### src/sv/btcp_pkg.sv
// ----------------------------------------------------------------------------
// btcp_pkg
// Constants and shared types of the byte to coefficient packer.
// ----------------------------------------------------------------------------
`timescale 1ns / 1ps
`default_nettype none

package btcp_pkg;

	// Polynomial degree of one plaintext.
	localparam int POLY_DEGREE = 4096;

	// Field and state widths.
	localparam int BYTE_W   = 8;
	localparam int CB_W     = 6;
	localparam int COEFF_W  = 56;
	localparam int INDEX_W  = 12;
	localparam int BUF_W    = 63;
	localparam int CNT_W    = 6;

	// Output tdata: coeff_value then coeff_index, padded to whole bytes.
	localparam int OUT_FIELDS_W = COEFF_W + INDEX_W;
	localparam int OUT_TDATA_W  = ((OUT_FIELDS_W + 7) / 8) * 8;

	// Configuration register reset value and legal range of the width.
	localparam logic [CB_W-1:0] CB_RESET = CB_W'(16);
	localparam logic [CB_W-1:0] CB_MIN   = CB_W'(1);
	localparam logic [CB_W-1:0] CB_MAX   = CB_W'(COEFF_W);

	// Highest pending bit count that a new byte may be placed above.
	localparam logic [CNT_W-1:0] CNT_LOAD_MAX = CNT_W'(BUF_W - BYTE_W);

	// Most coefficients that one item may produce.
	localparam int MAX_RESULTS = 8;
	localparam int N_W         = $clog2(MAX_RESULTS + 1);

	// Last usable coefficient position, capped by the index width.
	localparam int LAST_SLOT_I = (POLY_DEGREE - 1 > (1 << INDEX_W) - 1) ?
		(1 << INDEX_W) - 1 : POLY_DEGREE - 1;
	localparam logic [INDEX_W-1:0] LAST_SLOT = INDEX_W'(LAST_SLOT_I);

	// Commands from the controller to the datapath.
	typedef struct packed {
		logic load;   // take the offered item into the bit buffer
		logic emit;   // load the output register with the low bits
		logic last;   // mark the emitted coefficient as the final one
		logic clear;  // return buffer, count and index to zero
	} cmd_t;

	// Status from the datapath to the controller.
	typedef struct packed {
		logic can_emit;  // pending bits cover one coefficient
		logic exact;     // no bits remain after this coefficient
		logic next_can;  // another coefficient follows this one
		logic has_bits;  // some bits are pending
		logic end_flag;  // the current item closes a plaintext
		logic out_free;  // output register can take a coefficient
	} sts_t;

endpackage

`default_nettype wire

### src/sv/btcp_ctrl.sv
// ----------------------------------------------------------------------------
// btcp_ctrl
// Controller: sequences the coefficients produced by one input item.
// ----------------------------------------------------------------------------
`timescale 1ns / 1ps
`default_nettype none

module btcp_ctrl (
	input  wire logic           clk,
	input  wire logic           arst_n,
	input  wire logic           s_tvalid,
	output logic                s_tready,
	input  wire btcp_pkg::sts_t sts,
	output btcp_pkg::cmd_t      cmd
);

	// State codes.
	localparam logic S_IDLE = 1'b0;
	localparam logic S_PACK = 1'b1;

	localparam logic [btcp_pkg::N_W-1:0] N_MAX  = btcp_pkg::N_W'(btcp_pkg::MAX_RESULTS);
	localparam logic [btcp_pkg::N_W-1:0] N_LAST = btcp_pkg::N_W'(btcp_pkg::MAX_RESULTS - 1);

	logic                       state_q;
	logic                       state_d;
	logic [btcp_pkg::N_W-1:0]   n_q;
	logic [btcp_pkg::N_W-1:0]   n_d;
	logic                       last_emit;

	// The input side is open only between items.
	assign s_tready = (state_q == S_IDLE);

	// Next-state and command decoding.
	always_comb begin
		cmd       = '0;
		state_d   = state_q;
		n_d       = n_q;
		last_emit = 1'b0;
		unique case (state_q)
			S_IDLE: begin
				if (s_tvalid) begin
					cmd.load = 1'b1;
					n_d      = '0;
					state_d  = S_PACK;
				end
			end
			S_PACK: begin
				if (sts.can_emit && (n_q != N_MAX)) begin
					// Regular coefficient out of the pending bits.
					if (sts.out_free) begin
						last_emit = sts.end_flag && (sts.exact || (n_q == N_LAST));
						cmd.emit  = 1'b1;
						cmd.last  = last_emit;
						cmd.clear = last_emit;
						n_d       = n_q + 1'b1;
						if (last_emit ||
						    (!sts.end_flag && (!sts.next_can || (n_q == N_LAST)))) begin
							state_d = S_IDLE;
						end
					end
				end else if (sts.end_flag) begin
					if (sts.has_bits && (n_q != N_MAX)) begin
						// Flush the leftover bits as the final coefficient.
						if (sts.out_free) begin
							cmd.emit  = 1'b1;
							cmd.last  = 1'b1;
							cmd.clear = 1'b1;
							state_d   = S_IDLE;
						end
					end else begin
						cmd.clear = 1'b1;
						state_d   = S_IDLE;
					end
				end else begin
					state_d = S_IDLE;
				end
			end
		endcase
	end

	// State registers.
	always_ff @(posedge clk or negedge arst_n) begin
		if (!arst_n) begin
			state_q <= S_IDLE;
			n_q     <= '0;
		end else begin
			state_q <= state_d;
			n_q     <= n_d;
		end
	end

endmodule

`default_nettype wire

### src/sv/btcp_datapath.sv
// ----------------------------------------------------------------------------
// btcp_datapath
// Datapath: bit buffer, coefficient index, width register and output register.
// ----------------------------------------------------------------------------
`timescale 1ns / 1ps
`default_nettype none

module btcp_datapath (
	input  wire logic                                clk,
	input  wire logic                                arst_n,
	// Configuration write
	input  wire logic                                cfg_valid,
	input  wire logic [btcp_pkg::CB_W-1:0]           cfg_data,
	// Input item payload
	input  wire logic [btcp_pkg::BYTE_W-1:0]         in_byte,
	input  wire logic                                in_end,
	// Output register
	output logic                                     m_tvalid,
	input  wire logic                                m_tready,
	output logic [btcp_pkg::OUT_TDATA_W-1:0]         m_tdata,
	output logic                                     m_tlast,
	output logic                                     m_tuser,
	// Controller link
	input  wire btcp_pkg::cmd_t                      cmd,
	output btcp_pkg::sts_t                           sts
);

	logic [btcp_pkg::CB_W-1:0]    coeff_bits_q;
	logic [btcp_pkg::CB_W-1:0]    cb;
	logic [btcp_pkg::BUF_W-1:0]   buf_q;
	logic [btcp_pkg::CNT_W-1:0]   cnt_q;
	logic [btcp_pkg::INDEX_W-1:0] idx_q;
	logic                         full_q;
	logic                         end_q;
	logic [btcp_pkg::CNT_W-1:0]   cnt_load;
	logic [btcp_pkg::CNT_W-1:0]   rem;
	logic [btcp_pkg::COEFF_W-1:0] mask;
	logic [btcp_pkg::COEFF_W-1:0] value;
	logic                         at_lim;
	logic                         out_valid_q;
	logic [btcp_pkg::COEFF_W-1:0] out_value_q;
	logic [btcp_pkg::INDEX_W-1:0] out_index_q;
	logic                         out_last_q;
	logic                         out_ovf_q;

	// Coefficient width register; always ready for a write.
	always_ff @(posedge clk or negedge arst_n) begin
		if (!arst_n) begin
			coeff_bits_q <= btcp_pkg::CB_RESET;
		end else if (cfg_valid) begin
			coeff_bits_q <= cfg_data;
		end
	end

	// Effective width: zero acts as one, anything above the maximum as the maximum.
	always_comb begin
		priority if (coeff_bits_q == '0) begin
			cb = btcp_pkg::CB_MIN;
		end else if (coeff_bits_q > btcp_pkg::CB_MAX) begin
			cb = btcp_pkg::CB_MAX;
		end else begin
			cb = coeff_bits_q;
		end
	end

	// Status and coefficient value.
	assign cnt_load = (cnt_q > btcp_pkg::CNT_LOAD_MAX) ? btcp_pkg::CNT_LOAD_MAX : cnt_q;
	assign rem      = cnt_q - cb;
	assign mask     = ~({btcp_pkg::COEFF_W{1'b1}} << cb);
	assign value    = buf_q[btcp_pkg::COEFF_W-1:0] & mask;
	assign at_lim   = (idx_q >= btcp_pkg::LAST_SLOT);

	assign sts.can_emit = (cnt_q >= cb);
	assign sts.exact    = (rem == '0);
	assign sts.next_can = (rem >= cb);
	assign sts.has_bits = (cnt_q != '0);
	assign sts.end_flag = end_q;
	assign sts.out_free = !out_valid_q || m_tready;

	// Bit buffer, pending count and coefficient index.
	always_ff @(posedge clk or negedge arst_n) begin
		if (!arst_n) begin
			buf_q  <= '0;
			cnt_q  <= '0;
			idx_q  <= '0;
			full_q <= 1'b0;
			end_q  <= 1'b0;
		end else begin
			if (cmd.load) begin
				buf_q <= buf_q | (btcp_pkg::BUF_W'(in_byte) << cnt_load);
				cnt_q <= cnt_load + btcp_pkg::CNT_W'(btcp_pkg::BYTE_W);
				end_q <= in_end;
			end
			if (cmd.emit) begin
				buf_q  <= buf_q >> cb;
				cnt_q  <= rem;
				full_q <= full_q | at_lim;
				if (!at_lim) begin
					idx_q <= idx_q + 1'b1;
				end
			end
			if (cmd.clear) begin
				buf_q  <= '0;
				cnt_q  <= '0;
				idx_q  <= '0;
				full_q <= 1'b0;
			end
		end
	end

	// Output register valid flag.
	always_ff @(posedge clk or negedge arst_n) begin
		if (!arst_n) begin
			out_valid_q <= 1'b0;
		end else if (cmd.emit) begin
			out_valid_q <= 1'b1;
		end else if (m_tready) begin
			out_valid_q <= 1'b0;
		end
	end

	// Output register payload.
	always_ff @(posedge clk) begin
		if (cmd.emit) begin
			out_value_q <= value;
			out_index_q <= idx_q;
			out_last_q  <= cmd.last;
			out_ovf_q   <= at_lim && full_q;
		end
	end

	assign m_tvalid = out_valid_q;
	assign m_tdata  = btcp_pkg::OUT_TDATA_W'({out_index_q, out_value_q});
	assign m_tlast  = out_last_q;
	assign m_tuser  = out_ovf_q;

endmodule

`default_nettype wire

### src/sv/byte_to_coefficient_packer_unit.sv
// ----------------------------------------------------------------------------
// byte_to_coefficient_packer_unit
// Packs a stream of bytes into coefficients of a configurable bit width.
// ----------------------------------------------------------------------------
//  Channel   Direction  Item
//  s_*       in         one byte, tlast closes the plaintext
//  m_*       out        one coefficient with index, tlast, overflow in tuser
//  cfg_*     in         coefficient width write
//
//  An item is taken in the idle state, and each coefficient it yields is
//  then produced in the packing state by the shared shifter, the flush of
//  leftover bits on a closing byte included; a byte that yields none still
//  passes through the packing state before the next byte is taken.
//  A stalled output holds the shifter until its register is taken.
//  Reset clears the buffer, index and output valid; the width returns to 16.
// ----------------------------------------------------------------------------
`timescale 1ns / 1ps
`default_nettype none

module byte_to_coefficient_packer_unit (
	input  wire logic                                clk,
	input  wire logic                                arst_n,
	// Configuration
	input  wire logic                                cfg_valid,
	output logic                                     cfg_ready,
	input  wire logic [btcp_pkg::CB_W-1:0]           cfg_data,   // coeff_bits
	// Input stream
	input  wire logic                                s_tvalid,
	output logic                                     s_tready,
	input  wire logic [btcp_pkg::BYTE_W-1:0]         s_tdata,    // data_byte
	input  wire logic                                s_tlast,    // plaintext_end
	// Output stream
	output logic                                     m_tvalid,
	input  wire logic                                m_tready,
	output logic [btcp_pkg::OUT_TDATA_W-1:0]         m_tdata,    // coeff_value, coeff_index
	output logic                                     m_tlast,    // last_coeff
	output logic                                     m_tuser     // index_overflow
);

	btcp_pkg::cmd_t cmd;
	btcp_pkg::sts_t sts;

	// The width register takes a write at any time.
	assign cfg_ready = 1'b1;

	// Controller.
	btcp_ctrl u_ctrl (
		.clk      (clk),
		.arst_n   (arst_n),
		.s_tvalid (s_tvalid),
		.s_tready (s_tready),
		.sts      (sts),
		.cmd      (cmd)
	);

	// Datapath.
	btcp_datapath u_datapath (
		.clk       (clk),
		.arst_n    (arst_n),
		.cfg_valid (cfg_valid),
		.cfg_data  (cfg_data),
		.in_byte   (s_tdata),
		.in_end    (s_tlast),
		.m_tvalid  (m_tvalid),
		.m_tready  (m_tready),
		.m_tdata   (m_tdata),
		.m_tlast   (m_tlast),
		.m_tuser   (m_tuser),
		.cmd       (cmd),
		.sts       (sts)
	);

endmodule

`default_nettype wire

### config.mk
export PLATFORM = sky130hd
export DESIGN_NAME = byte_to_coefficient_packer_unit
export DESIGN_NICKNAME = d
export VERILOG_FILES = /design/src/sv/btcp_pkg.sv /design/src/sv/btcp_ctrl.sv /design/src/sv/btcp_datapath.sv /design/src/sv/byte_to_coefficient_packer_unit.sv
export SDC_FILE = /design/constraint.sdc
export NUM_CORES = 1
export LEC_CHECK = 0
export BUFFER_PORTS_ARGS = -buffer_cell sky130_fd_sc_hd__clkbuf_2
export CAP_MARGIN = 25
export CORE_ASPECT_RATIO = 0.9
export CORE_MARGIN = 2
export CORE_UTILIZATION = 27
export CTS_BUF_LIST = sky130_fd_sc_hd__clkbuf_2 sky130_fd_sc_hd__clkbuf_4 sky130_fd_sc_hd__clkbuf_8
export CTS_CLUSTER_SIZE = 8
export DETAILED_ROUTE_END_ITERATION = 6
export HOLD_SLACK_MARGIN = 0.1
export MAX_ROUTING_LAYER = met4
export PLACE_DENSITY = 0.45
export REMOVE_ABC_BUFFERS = 1
export SYNTH_ARGS = -nofsm -noshare
export SYNTH_HDL_FRONTEND = slang
export SYNTH_SLANG_ARGS = --single-unit
### constraint.sdc
create_clock -name clk -period 7.2 [get_ports clk]
set_input_delay 0.72 -clock clk [delete_from_list [all_inputs] [get_ports clk]]
set_output_delay 0.72 -clock clk [all_outputs]
set_load 0.05 [all_outputs]
---- Word level (Yosys, flattened, before mapping) ----
Cells that the tools add are included.
cells by class
  add/sub/neg operators ................... 4
  equal/unequal tests ..................... 6
  mux-type cells .......................... 36
  bitwise gates (word level) .............. 5
  magnitude comparators ................... 5
  shift operators ......................... 3
  reductions and logical operators ........ 20
operators with widths
  cell                     count
  $mux W63                 3
  $or A63 B63 Y63          1
  $shl A8 B6 Y63           1
  $shr A63 B6 Y63          1
  $and A56 B56 Y56         1
  $not A56 Y56             1
  $shl A56 B6 Y56 const A  1
  $mux W12                 3
  $mux W6                  6
  $mux W3                  5
  $mux W1                  13
  $add A12 B1 Y12 const B  1
  $ge A12 B12 Y1 const B   1
  $ge A6 B6 Y1             2
  $gt A6 B6 Y1 const B     2
  $logic_not A6 Y1         2
  $mux W4                  3
  $ne A2 B2 Y1 const B     4
  $pmux W4 S2              1
  $add A6 B4 Y6 const B    1
  $reduce_bool A6 Y1       1
  $sub A6 B6 Y6            1
  $logic_and A1 B1 Y1      5
  $add A4 B1 Y4 const B    1
  12 further kinds         18
storage, ports and cells
  register bits ........................... 165
  logic and storage cells ................. 92
  output and inout bits ................... 77
  input bits .............................. 20

---- Depth between registers and ports, before layout ----
  word-level depth ........................ 13
  depth in mapped cells ................... 20
  depth with buffers taken out ............ 14

---- By module ----
A second synthesis with hierarchy kept.
unflattened totals
  cell total of the unflattened synthesis .. 1515
  area, all modules ....................... 13017.5 um^2
modules (own cells, without submodules)
  module                           instances  seq. area each (um^2)  cells each  area an instance (um^2)
  btcp_datapath                    1          4355.4                 1465        12624.6
  btcp_ctrl                        1          125.1                  48          381.6
  byte_to_coefficient_packer_unit  1          0.0                    2           11.3

---- Worst setup path after synthesis ----
OpenSTA, ideal clock, no wires.
  path kind ............................... reg2reg
  start point ............................. register u_datapath.coeff_bits_q[2] in the netlist's numbering
  end point ............................... register u_datapath.idx_q[11] in the netlist's numbering
  cell stages (with the launch flop) ...... 18
  arrival ................................. 6.716 ns
  library setup time ...................... 0.132 ns
  setup slack ............................. 0.352 ns
  period minus slack after synthesis ...... 6.848 ns
  data required time ...................... 7.068 ns
  path buffers ............................ 4
  cell sequence ........................... dfrtp_1 clkbuf_1 inv_2 nor2_1 inv_2 buf_1 buf_1 ha_1 nor2b_1 o211ai_1 and2_1 a31o_2 inv_1 clkbuf_1 nand2_1 a2111oi_0 xnor2_1 nor2_1
RTL lines
  item                      line                 text
  start: declaration        btcp_datapath.sv:28  logic [btcp_pkg::CB_W-1:0] coeff_bits_q;
  start signal: assignment  btcp_datapath.sv:49  coeff_bits_q <= btcp_pkg::CB_RESET;
  start signal: assignment  btcp_datapath.sv:51  coeff_bits_q <= cfg_data;
  end signal: assignment    btcp_datapath.sv:99  idx_q <= idx_q + 1'b1;
  end: declaration          btcp_datapath.sv:32  logic [btcp_pkg::INDEX_W-1:0] idx_q;

---- Final worst setup path ----
  start point ............................. register u_datapath.coeff_bits_q[0] in the netlist's numbering
  end point ............................... register u_datapath.buf_q[31] in the netlist's numbering
on the way
  cells in the longest elaborated chain, start to end .. 11
  elaborated cells between the ends (all ways) .. 17
  those cells by class .................... add/sub: 1; order compare: 2; shift: 1; mux: 7; reduce/logical: 6
ends and longest elaborated chain
  item                                                             line                 text
  $gt A6 B6 Y1                                                     btcp_datapath.sv:59  end else if (coeff_bits_q > btcp_pkg::CB_MAX) begin
  $mux W6                                                          btcp_datapath.sv:59
  $mux W6 *                                                        btcp_datapath.sv:57  priority if (coeff_bits_q == '0) begin
  $sub A6 B6 Y6                                                    btcp_datapath.sv:68  assign rem = cnt_q - cb;
  $logic_not A6 Y1                                                 btcp_datapath.sv:74  assign sts.exact = (rem == '0);
  $logic_or A1 B1 Y1                                               btcp_ctrl.sv:51      last_emit = sts.end_flag && (sts.exact || (n_q == N_LAST));
  $logic_and A1 B1 Y1                                              btcp_ctrl.sv:51
  $mux W3                                                          btcp_ctrl.sv:50      if (sts.out_free) begin
  $mux W3                                                          btcp_ctrl.sv:48      if (sts.can_emit && (n_q != N_MAX)) begin
  $mux W3                                                          btcp_ctrl.sv:39      unique case (state_q)
  $reduce_bool A3 Y1 (no line) / $mux W63 (equally long branches)  n/a
  end signal: assignment                                           btcp_datapath.sv:90  buf_q <= buf_q | (btcp_pkg::BUF_W'(in_byte) << cnt_load);
  end signal: assignment                                           btcp_datapath.sv:95  buf_q <= buf_q >> cb;
  end: declaration                                                 btcp_datapath.sv:30  logic [btcp_pkg::BUF_W-1:0] buf_q;
Mark *: on every way between the ends. The rest lies on a longest branch, timed or not.
A chain may end at the register's enable or synchronous reset.

==> results.rst <==
.. list-table::
   :header-rows: 1

   * - Metric
     - Value
   * - Grt total ovfl
     - 0
   * - Overall die area
     - 49,700 um^2
   * - Combinational share of power
     - about 61%
   * - Most area-hungry cell type in the Yosys netlist
     - dfrtp_1
   * - Routed WL per cell
     - between 30 and 40 um
   * - Core region area
     - approximately 48,000 um^2
   * - Yosys cell types
     - 85
   * - Cell area after layout
     - about 14,000 um^2
   * - Post-synthesis average cell area
     - ~9.2 um^2
   * - Detailed-route vias per instance
     - approximately 6.3
   * - Psw
     - about 3.8 mW
   * - Leakage power summed over all cells
     - 5.77 nW
   * - Sequential-to-total area share from yosys stat
     - between 30 and 40%
   * - Overall routing resource usage
     - 26.4%
   * - Clock tree from TritonCTS
     - done
   * - Number of buffers added on ports
     - 91
   * - Total power
     - 6.60 mW
   * - Switching part of the total power
     - between 50% and 60%
   * - Clk sink count
     - between 150 and 200
   * - Buffer cell driving the clock tree root
     - clkbuf_8
   * - Clock share of power
     - between 10 and 15%
   * - Number of enable-type register cells in the synthesized netlist
     - 70
   * - Starting density of the core
     - a little over a quarter
   * - Most numerous cell types in the synthesized netlist
     - 144 x nand2_1, 124 x mux2i_1, 116 x nor2_1
   * - GP Congestion
     - a little under 1
   * - Worst IR drop on VDD
     - approximately 250 uV
   * - Count of standard-cell rows
     - 76
   * - Int Power
     - 2.81 mW
   * - Number of global-route vias before repair
     - 12,500
   * - Total clock buffers created by CTS
     - 17
   * - Top cells by area in the synthesized netlist
     - dfrtp_1 18%, edfxtp_1 16%, mux2i_1 9.6%
   * - Proportion of layout cells with a drive suffix above 1
     - ~18%
   * - Slew @ Worst Pin
     - 1.12 ns
   * - Number of remaining DRC errors
     - 0
   * - Quantity of gates resized following cts
     - 0
   * - Final hold violation count
     - 0
   * - Slew Limit Headroom
     - 25.1%
   * - Number of hold-repair buffers added at the cts stage
     - 0
   * - Setup slack of the critical path after layout
     - ~1.6 ns
   * - Worst setup skew after layout
     - roughly 0.025 ns
   * - Unrepaired setup endpoints after global routing
     - no
   * - Number of standard cells after synthesis
     - about 1,400
   * - Largest net degree at the start of global routing
     - 80
   * - Period utilisation layout
     - around 77%
   * - Floorplan die height
     - between 200 and 250 um
   * - Sequential share of power
     - between 20 and 30%
   * - Highest attainable clock frequency
     - about 180 MHz
   * - Min-Delay Path Class
     - in2async
   * - Fraction of synthesis flops using an asynchronous set or reset pin
     - approximately 58%
   * - Start of the worst register-to-register path
     - u_datapath.coeff_bits_q[0]
   * - Setup violators final
     - 0
   * - Initial antenna violation count
     - 5
   * - Number of placed I/O pins
     - a little under 100
   * - Power Dens Cells
     - 456 nW/um^2
   * - Worst-skew pair later-pin latency
     - 0.53 ns
   * - Largest fanout of any net on the critical path
     - 26
   * - Max-slew violation count
     - 0
   * - Number of nets with antenna violations after routing
     - 0
   * - Count leader, synth
     - nand2_1
   * - Area overhead of the layout relative to synthesis
     - 11.8%
   * - Instance area at placement
     - roughly 14,000 um^2
   * - Arrival time reported for the critical path endpoint
     - ~6 ns
   * - Startpoint kind of the worst setup timing path
     - flop
   * - H-tree levels
     - 4
   * - Clock-pin transition on the worst setup and hold timing paths
     - ~0.12 ns
   * - Total Wirelength
     - 65,000 um
   * - Final cell utilization of the core
     - ~30%
   * - Final critical-path required period
     - 5.55 ns
   * - Number of warnings printed during yosys synthesis
     - 0
   * - CTS max path bufs
     - 2
   * - Post-CTS Setup Bufs
     - 0
   * - Wire length of the first global-routing pass
     - roughly 93,000 um
   * - Status
     - finished clean
   * - Post-DP HPWL
     - roughly 47,000 um
   * - Post-Place Worst Slack
     - around 1.6 ns
   * - Source of the critical timing path
     - u_datapath.coeff_bits_q[0]
   * - Max-capacitance violation count
     - 0
   * - Final #Nets
     - between 1,000 and 1,500
   * - Detailed router's first-iteration violation count
     - roughly 2,000
   * - Flip-flop cell with the highest count after synthesis
     - dfrtp_1
   * - Via count
     - 13,200
   * - Required time worst endpoint
     - between 7 and 8 ns
   * - Endpoint class of the critical path
     - flop
   * - #FFs+latches synth
     - between 150 and 200
   * - Post-synth top area share
     - 18.2%
   * - Path type of the worst setup path
     - reg2reg
   * - Post-Syn Area
     - between 10,000 and 15,000 um^2
   * - Chip width
     - roughly 230 um
   * - Detailed Routing Iterations Pass 1
     - 6
-- stage by stage --
step / instances / TNS (ns) / hold WS (ns)
floorplan: 1295 / -315.05 / 0.420
global placement: 2055 / 0 / 0.471
detailed placement: 2057 / 0 / 0.487
CTS: 2089 / 0 / 0.223
global route: 2095 / 0 / 0.212
finish: 2095 / 0 / 0.195
-- worst paths after layout --
kind | to | slack (ns) | depth (start not counted)
max | u_datapath.buf_q[31] | 1.65 | 14
min | u_datapath.idx_q[1] | 0.19 | 1
max reg2reg | u_datapath.buf_q[31] | 1.65 | 14
min reg2reg | u_datapath.out_value_q[0] | 0.50 | 0
max in group asynchronous | u_datapath.buf_q[50] | 5.66 | 2
min in group clk | u_datapath.end_q | 0.39 | 3
-- state kept, by name (all words and copies together), names as in the netlist --
signal / flops
u_ctrl.n_q: 4
u_ctrl.state_q: 1
u_datapath.buf_q: 63
u_datapath.cnt_q: 6
u_datapath.coeff_bits_q: 6
u_datapath.end_q: 1
u_datapath.full_q: 1
u_datapath.idx_q: 12
u_datapath.m_tlast: 1
u_datapath.m_tuser: 1
u_datapath.m_tvalid: 1
u_datapath.out_index_q: 12
u_datapath.out_value_q: 56
-- cell usage in the layout, fill, tap and decap left out, types with 20 or more instances in the layout --
| cell type | synthesis | layout |
|---|---|---|
| nand2_1 | 144 | 143 |
| mux2i_1 | 124 | 124 |
| nor2_1 | 116 | 116 |
| a21oi_1 | 98 | 98 |
| dfrtp_1 | 94 | 92 |
| clkbuf_2 | 0 | 90 |
| edfxtp_1 | 70 | 70 |
| o21ai_0 | 65 | 65 |
| buf_4 | 6 | 47 |
| o22ai_1 | 35 | 35 |
| mux4_2 | 35 | 35 |
| inv_1 | 31 | 29 |
| a22oi_1 | 26 | 26 |
| a31oi_1 | 24 | 24 |
| o211ai_1 | 23 | 23 |
| nand3_1 | 22 | 22 |
| nor3_1 | 21 | 21 |
| o21a_1 | 20 | 20 |
-- power by group through the flow --
stage | clock [mW] | sequential, mW | combinational [mW]
after floorplan | 0 | 2.15 | 2.03
after global placement | 0 | 1.87 | 3.86
after detailed placement | 0 | 1.85 | 3.85
after CTS | 0.749 | 1.84 | 3.87
after global routing | 0.790 | 1.88 | 4.19
final | 0.739 | 1.87 | 3.99
-- logic make-up (layout without fill, tap and decap cells) --
logic type               after synthesis  in the layout  synth area share [%]
AO/OA/AOI/OAI                        462            462                  24.7
XOR/XNOR                              16             16                  1.08
adder cells (fa/ha/maj)               18             18                  1.80
buffers and inverters                157            211                  5.43
flip-flops                           165            165                  34.6
multiplexers                         178            178                  17.4
other                                  2              9                0.0580
AND/OR/NAND/NOR                      412            412                  14.8
-- layout make-up --
cell class / count / area [um^2]
fillers: 5095 / 33100
clock buffers: 18 / 241
clock inverters: 14 / 158
repair buffers: 140 / 847
flip-flops and latches: 165 / 4480
well taps: 624 / 781
diodes: 4 / 10.0
inverters: 39 / 148
multi-input cells: 1091 / 7800
-- worst max-delay path, stage by stage, from the launching register on --
cell and delay (ns):
dfrtp_1 0.68, a21bo_2 0.34, o211a_4 0.15, clkinv_1 0.35, ha_1 0.38, fa_1 0.43, nor2b_1 0.22, o21ai_0 0.13
a31oi_1 0.34, o311a_1 0.43, o21a_1 0.18, buf_4 0.25, nand2_1 0.71, a2111oi_0 0.66, o32a_1 0.22
-- per-layer routing --
metal	global-route usage, %	share of wire, %
met3	7.80	12
met4	7.01	2.5
met1	36.6	44
met2	37.2	42
met5	-	0
No activity file was read; power rests on OpenSTA's default activity.
